===== src/hw/rtl/spq_pkg.sv =====
package spq_pkg;

  localparam int DEPTH   = 1024;
  localparam int ID_BITS = 20;
  localparam int VAL_W   = 32;
  localparam int CNT_REQ_W = 6;
  localparam int ADDR_W  = $clog2(DEPTH);
  localparam int CNT_W   = $clog2(DEPTH + 1);
  // Child indexes 2i+1 and 2i+2 need two more bits than a store address.
  localparam int IDXX_W  = ADDR_W + 2;

  localparam logic [1:0] CMD_PUSH  = 2'd0;
  localparam logic [1:0] CMD_POP   = 2'd1;
  localparam logic [1:0] CMD_CLEAR = 2'd2;

  typedef struct packed {
    logic [VAL_W-1:0]   value;
    logic [ID_BITS-1:0] id;
  } entry_t;

  // Datapath operations, one for each controller state but the two write states, which share one.
  typedef enum logic [3:0] {
    OP_ACCEPT, OP_PREAD, OP_PCMP, OP_WRITE_ITEM, OP_REJECT, OP_TOPRD,
    OP_TAILRD, OP_TAILCAP, OP_EMIT, OP_SL, OP_SR, OP_SRC, OP_SDEC
  } dp_op_t;

  typedef struct packed {
    logic push_ok;
    logic push_reject;
    logic push_root;
    logic pop_go;
    logic parent_zero;
    logic item_beats_rd;
    logic l_out;
    logic r_in;
    logic cand_beats_item;
    logic cnt_zero;
    logic remain_zero;
    logic out_free;
  } dp_status_t;

  // True when a is served before b: larger value, then earlier arrival.
  function automatic logic beats(entry_t a, entry_t b);
    beats = (a.value > b.value) || ((a.value == b.value) && (a.id < b.id));
  endfunction

endpackage


===== src/hw/rtl/spq_ctrl.sv =====
module spq_ctrl (
  input  logic               clk,
  input  logic               rst,
  input  logic               in_valid,
  input  logic [1:0]         in_cmd,
  input  spq_pkg::dp_status_t st,
  output logic               in_ready,
  output spq_pkg::dp_op_t    op
);
  import spq_pkg::*;

  typedef enum logic [13:0] {
    S_IDLE    = 14'b00000000000001,
    S_PREAD   = 14'b00000000000010,
    S_PCMP    = 14'b00000000000100,
    S_PWRITE  = 14'b00000000001000,
    S_REJ     = 14'b00000000010000,
    S_TOPRD   = 14'b00000000100000,
    S_TAILRD  = 14'b00000001000000,
    S_TAILCAP = 14'b00000010000000,
    S_EMIT    = 14'b00000100000000,
    S_SL      = 14'b00001000000000,
    S_SR      = 14'b00010000000000,
    S_SRC     = 14'b00100000000000,
    S_SDEC    = 14'b01000000000000,
    S_SWRITE  = 14'b10000000000000
  } state_t;

  state_t state, state_next;

  assign in_ready = (state == S_IDLE);

  always_comb begin
    state_next = state;
    op = OP_ACCEPT;
    unique case (state)
      S_IDLE: begin
        op = OP_ACCEPT;
        if (in_valid) begin
          if (in_cmd == CMD_PUSH) begin
            if (st.push_reject) state_next = S_REJ;
            else if (st.push_root) state_next = S_PWRITE;
            else state_next = S_PREAD;
          end else if (in_cmd == CMD_POP && st.pop_go) begin
            state_next = S_TOPRD;
          end
        end
      end
      S_PREAD: begin
        op = OP_PREAD;
        state_next = S_PCMP;
      end
      S_PCMP: begin
        op = OP_PCMP;
        if (st.item_beats_rd && !st.parent_zero) state_next = S_PREAD;
        else state_next = S_PWRITE;
      end
      S_PWRITE: begin
        op = OP_WRITE_ITEM;
        state_next = S_IDLE;
      end
      S_REJ: begin
        op = OP_REJECT;
        if (st.out_free) state_next = S_IDLE;
      end
      S_TOPRD: begin
        op = OP_TOPRD;
        state_next = S_TAILRD;
      end
      S_TAILRD: begin
        op = OP_TAILRD;
        state_next = S_TAILCAP;
      end
      S_TAILCAP: begin
        op = OP_TAILCAP;
        state_next = S_EMIT;
      end
      S_EMIT: begin
        op = OP_EMIT;
        if (st.out_free) state_next = st.cnt_zero ? S_IDLE : S_SL;
      end
      S_SL: begin
        op = OP_SL;
        state_next = st.l_out ? S_SWRITE : S_SR;
      end
      S_SR: begin
        op = OP_SR;
        state_next = st.r_in ? S_SRC : S_SDEC;
      end
      S_SRC: begin
        op = OP_SRC;
        state_next = S_SDEC;
      end
      S_SDEC: begin
        op = OP_SDEC;
        state_next = st.cand_beats_item ? S_SL : S_SWRITE;
      end
      S_SWRITE: begin
        op = OP_WRITE_ITEM;
        state_next = st.remain_zero ? S_IDLE : S_TOPRD;
      end
      default: begin
        op = OP_ACCEPT;
        state_next = S_IDLE;
      end
    endcase
  end

  always_ff @(posedge clk) begin
    if (rst) state <= S_IDLE;
    else state <= state_next;
  end

endmodule


===== config.mk =====
export PLATFORM = sky130hd
export DESIGN_NAME = spq_ctrl
export DESIGN_NICKNAME = d
export VERILOG_FILES = /design/src/hw/rtl/spq_pkg.sv /design/src/hw/rtl/spq_ctrl.sv
export SDC_FILE = /design/constraint.sdc
export NUM_CORES = 1
export LEC_CHECK = 0
export BUFFER_PORTS_ARGS = -buffer_cell sky130_fd_sc_hd__clkbuf_2
export CORE_MARGIN = 8
export CORE_UTILIZATION = 50
export CTS_CLUSTER_DIAMETER = 50
export CTS_CLUSTER_SIZE = 10
export DETAILED_ROUTE_END_ITERATION = 8
export GPL_TIMING_DRIVEN = 0
export PLACE_DENSITY = 0.71
export REMOVE_ABC_BUFFERS = 1
export SETUP_SLACK_MARGIN = 0.5
export SYNTH_ARGS = -nofsm -noshare
export SYNTH_HDL_FRONTEND = slang
export SYNTH_SLANG_ARGS = --single-unit

===== constraint.sdc =====
create_clock -name clk -period 2.9 [get_ports clk]
set_input_delay 0.87 -clock clk [delete_from_list [all_inputs] [get_ports clk]]
set_output_delay 0.87 -clock clk [all_outputs]
set_load 0.02 [all_outputs]

==> results of run 1 <==
==> power groups by stage <==
stage	logic [W]	registers, W	clock network, W
3_5_place_dp	0.000215	0.000222	0
5_1_grt	0.000283	0.000217	0.000150
3_3_place_gp	0.000213	0.000221	0
4_1_cts	0.000255	0.000215	0.000142
6_report	0.000263	0.000215	0.000140
2_1_floorplan	0.000165	0.000219	0
==> routing by layer <==
| layer | up-vias | part of all wire | track usage |
|---|---|---|---|
| li1 | 515 | - | - |
| met1 | 503 | 0.43 | 0.1868 |
| met2 | 45 | 0.51 | 0.2896 |
| met3 | 6 | 0.047 | 0.02754 |
| met4 | 0 | 0.015 | 0.08306 |
| met5 | - | 0 | 0 |
==> cell usage after synthesis (all sizes together) (3+ instances only) <==
cell	count
nand3	3
nor4b	4
nand2b	6
dfxtp	14
nor3	3
xor2	4
inv	5
nand3b	4
o21ai	8
nand4	4
nand2	8
a21oi	7
nor2	10
nor4	9
==> logic make-up after synthesis <==
group,after synthesis
muxes,1
and+or+nand+nor,65
DFF,14
xor gates and xnor gates,5
buffers and inverters,7
AOI/OAI and AO/OA,25
==> stage by stage <==
step | hold WS [ps] | TNS (ps) | std cells
2_1_floorplan | 502.9 | 0 | 115
3_3_place_gp | 522.6 | 0 | 162
3_5_place_dp | 546.9 | 0 | 162
4_1_cts | 552.1 | 0 | 177
5_1_grt | 576.7 | -126.2 | 178
6_report | 554.1 | -22.06 | 178
==> worst reg2reg max path: cells and delay by family (launching register included) <==
kind            cells  cell delay, ps
simple gates        3             770
compound gates      1             140
mux                 1             250
buf+inv             2             290
flops               1             350
==> area by class of cell <==
cell class                 count  share of cell area
multi-input combinational     96              0.5432
sequential                    14              0.2270
timing repair buffer          32              0.1624
clock buffer                   4             0.02754
tap                           27             0.02564
inverter                       5             0.01425
==> repair_timing <==
action / 4_1_cts / 5_1_grt
gates resized for setup: 20 / 3
setup endpoints to repair: 5 / 5
pin swaps: 9 / 2
buffers inserted: 11 / 1
hold buffers: 0 / 0
==> worst min-delay path by stage <==
stage	start	end	slack, ps
finish	state[1]	state[2]	550
CTS	state[1]	state[2]	550
floorplan	state[1]	state[2]	500
global placement	state[1]	state[2]	520
global route	state[1]	state[2]	580
detailed placement	state[1]	state[2]	550
==> flow_summary.ini, run 1 <==
[critical_path]
cp-startpoint = state[11]
path_cells = or4_4 > nor3_4 > nand4_1 > o21ai_1 > a2111o_1 > clkbuf_8
cp_num_buf_inv = 1
crit_family = simple AND/OR/NAND/NOR gates
cp.required_ps = 2030
r2r_end = state[4]
cp-start-kind = register
cp_num_cells = 6
reg2regPathDepth = 7
endpoint_kind = primary output
slowest_stage = or4_4
cp_data_arrival_time_ps = 2050
cp_max_fo = 6
reg2reg_slack_ps = 990
cp-endpoint = op[0]
regToRegStartpoint = state[9]
critPathMaxStageDelay_ps = 530
crit_type = reg2out

[logic_synthesis]
synth_adder_area_share = 0
synth_top_area_cell = dfxtp_1
seq_area_frac_synth = 0.2783
ys_top_cells_by_area = dfxtp_1 (28%), nor4_4 (4.2%), nand2b_1 (3.7%), nor2_1 (3.7%), a21oi_1 (3.5%)
syn_inst = 117
ys_warn_count = 0
synth-compound-area-share = 0.1764
synth_top_area_frac = 0.2783
synth_top_family_by_area = simple AND/OR/NAND/NOR gates
synth_mux_area_frac = 0.009938
synth.ff_latch_count = 14
synth-xor-area-share = 0.04348
synth_cell_types = 48
ys_async_sr_fraction = 0
post_synth_instance_area_sq_um = 1007
avgSynthCellArea_sq_um = 8.609
synth_simple_gate_area_frac = 0.4658
ys.flop_type = dfxtp_1
synth-edff-count = 0

[timing]
setup_viol = 1
tightest_slew_ps = 457.8
rsz0062_at_grt = yes
finalMaxSlewViolations = 0
fmax_ghz = 0.3422
timing.final.crit_share = 1.008
finalClockSkew_ps = 3.271
worst_slack_ps = -22.06
fin_crit_ps = 2922
slew_headroom = 0.6923
final_hold_viol_count = 0

[pwr]
vdd_drop_max_mv = 0.3916
p_comb_frac = 0.426
p_sw_w = 0.0002211
powerDensity_nw_per_um2 = 468.9
total_power_w = 0.0006178
switching_share = 0.3578
power_leakage_nw = 0.5362
internal_power_w = 0.0003967
p_seq_frac = 0.348
clkPwrFrac = 0.226

[placed_design]
preCtsSetupSlack_ps = 201.9
place_hpwl_mm = 1.959
gp_congestion = 0.8204
portBuffers = 20
placed_cell_area_sq_um = 1134

[final_layout]
final_area_sq_um = 1318
regArea_sq_um = 299.0
top_regs = state (14)
layout_commonest_cell = clkbuf_2
layout_common_cells = clkbuf_2 (16), buf_4 (12), nor2_1 (10)
fillCellCount = 166
areaGrowthSynthToFinish_pct = 30.81
top_register = state
multi_input_area_sq_um = 715.7
final_layout_size_suffix_gt1_frac = 0.4106
largest_reg_flops = 14
antennaDiodeCount = 0
final_core_util = 0.6855
nets = 169

[cts]
cts_tree = yes
cts.sinks = 14
clk_transition_reported_paths_ps = 90
insertion_delay_ps = 280
htree_num_levels = 1
root_buffer = clkbuf_4
cts_made_buffers = 3
clk_path_buf_depth = 2

[flow_run]
drv_cap = 0

[run_status]
violations = negative setup slack
status = complete, but fails checks

[global_routing]
grt_pass1_vias = 1067
antenna_found_initial = 0
track_usage = 0.1653
grt_first_pass_wirelength_mm = 4.719
grt_max_degree = 12
grt-ovfl-total = 0

[die]
die_area_sq_um = 3706
start_util = 0.5241
fp.dieW_microns = 60.88
num_rows = 16
io_pins = 22
fp.dieH_microns = 60.88
core_area_sq_um = 1922

[route]
drt-initial-drc-count = 48
routed_wl_mm = 2.937
vias = 1069
drt-wirelength-per-cell_microns = 16.50
ant_nets = 0
routed_via_density = 6.006
drc = 0
first_pass_iters = 4

[min_path]
whs_path_depth = 2
hold_path.class = reg2reg
(Power assumes the default switching activity.)
==> run 2: changes to the inputs <==
- CORE_UTILIZATION: 50 -> 40
- PLACE_DENSITY: 0.71 -> 0.59
==> flow_summary.ini, run 2 (synthesized netlist as in run 1, its figures left out) <==
[run_status]
status = finished clean

[route]
wl_met1_mm = 1.342
routed_wl_mm = 2.918
routed_via_density = 5.683
vias = 1057
wl_met3_microns = 100
ant_nets = 0
wl_met2_mm = 1.431
drt-wirelength-per-cell_microns = 15.69
drc = 0
first_pass_iters = 4
drt-initial-drc-count = 48
maxUsedRoutingLayer = met4

[final_layout]
top_regs = state (14)
largest_reg_flops = 14
top_register = state
antennaDiodeCount = 0
layout_common_cells = clkbuf_2 (16), buf_4 (16), nor2_1 (10)
fillCellCount = 227
final_cells = 186
final_layout_size_suffix_gt1_frac = 0.4359
nets = 174
areaGrowthSynthToFinish_pct = 36.65

[die]
io_pins = 22
core_area_sq_um = 2432
fp.dieH_microns = 66.18
num_rows = 18
fp.dieW_microns = 66.18
die_area_sq_um = 4380
start_util = 0.4141

[global_routing]
grt_max_degree = 12
grt_first_pass_wirelength_mm = 4.643
track_usage = 0.1331
grt-ovfl-total = 0
grt_pass1_vias = 1060
antenna_found_initial = 0

[flow_run]
drv_cap = 0

[timing]
fin_crit_ps = 2896
worst_slack_ps = 3.768
finalMaxSlewViolations = 0
final_hold_viol_count = 0
timing.final.crit_share = 0.9987
tightest_slew_ps = 484.3
rsz0062_at_grt = yes
finalClockSkew_ps = 9.126
setup_viol = 0
slew_headroom = 0.6771
fmax_ghz = 0.3453

[placed_design]
dp_cells = 165
preCtsSetupSlack_ps = 171.1
place_hpwl_mm = 2.046
gp_congestion = 0.8092
portBuffers = 20

[cts]
htree_num_levels = 1
cts_made_buffers = 3
insertion_delay_ps = 280
clk_path_buf_depth = 2
cts.sinks = 14
cts_tree = yes
clk_transition_reported_paths_ps = 90
root_buffer = clkbuf_4

[critical_path]
cp_max_fo = 4
endpoint_kind = primary output
cp.required_ps = 2030
cp-start-kind = register
reg2reg_slack_ps = 1030
crit_type = reg2out
cp_data_arrival_time_ps = 2030

[pwr]
powerDensity_nw_per_um2 = 466.7
total_power_w = 0.0006423
power_leakage_nw = 0.5666
vdd_drop_max_mv = 0.2840

[min_path]
hold_path.class = reg2reg
-- run 2: final cells by class --
cell class | instances | area (sq um) | area share
Clock buffer | 4 | 36.28 | 0.02636
Inverter | 5 | 18.77 | 0.01364
Multi-Input combinational cell | 96 | 714.4 | 0.5191
Sequential cell | 14 | 301.5 | 0.2191
Tap cell | 30 | 37.54 | 0.02727
Timing Repair Buffer | 37 | 267.8 | 0.1945
-- run 2: final timing paths --
check,from,endpoint,cells past startpoint
worst max register to register,state[0],state[5],7
worst max-delay path,state[10],op[0],7
worst min-delay path,state[1],state[2],2
worst min register to register,state[1],state[2],2
-- run 2: metrics by stage --
stage / setup TNS (ps) / cell area, sq um / utilization / hold WS [ps]
after global placement: 0 / 1137 / 0.4676 / 530.4
after CTS: -20.40 / 1350 / 0.5550 / 499.5
after detailed placement: 0 / 1137 / 0.4676 / 531.8
final: 0 / 1376 / 0.5658 / 496.5
after floorplan: 0 / 999.7 / - / 502.9
after global routing: -206.3 / 1376 / 0.5658 / 549.5
-- run 2: metal layers --
layer,up-vias,track usage
li1,528,-
met3,4,0.03220
met2,22,0.2207
met4,0,0.05867
met1,503,0.1577
met5,-,0
-- run 2: where the power goes --
group | internal, W | leakage, nW | total, W | switching, W
Combinational | 0.000137 | 0.428 | 0.000286 | 0.000149
Sequential | 0.000201 | 0.118 | 0.000215 | 0.0000139
Clock | 0.0000763 | 0.0210 | 0.000141 | 0.0000650
-- run 2: timing repair --
action                                  4_1_cts  5_1_grt
gates cloned                                  0        0
pin swaps                                    12        6
hold buffers                                  0        0
resized for setup                            23        5
endpoints found under the setup margin        5        5
buffers inserted                             15        2
-- run 2: critical path: stages (launching register included) --
cell and delay [ps]:
dfxtp_4 350, or4_4 550, nor3_4 210, buf_4 180, nand2_4 50, o21ai_2 130
a2111o_1 130, clkbuf_8 140
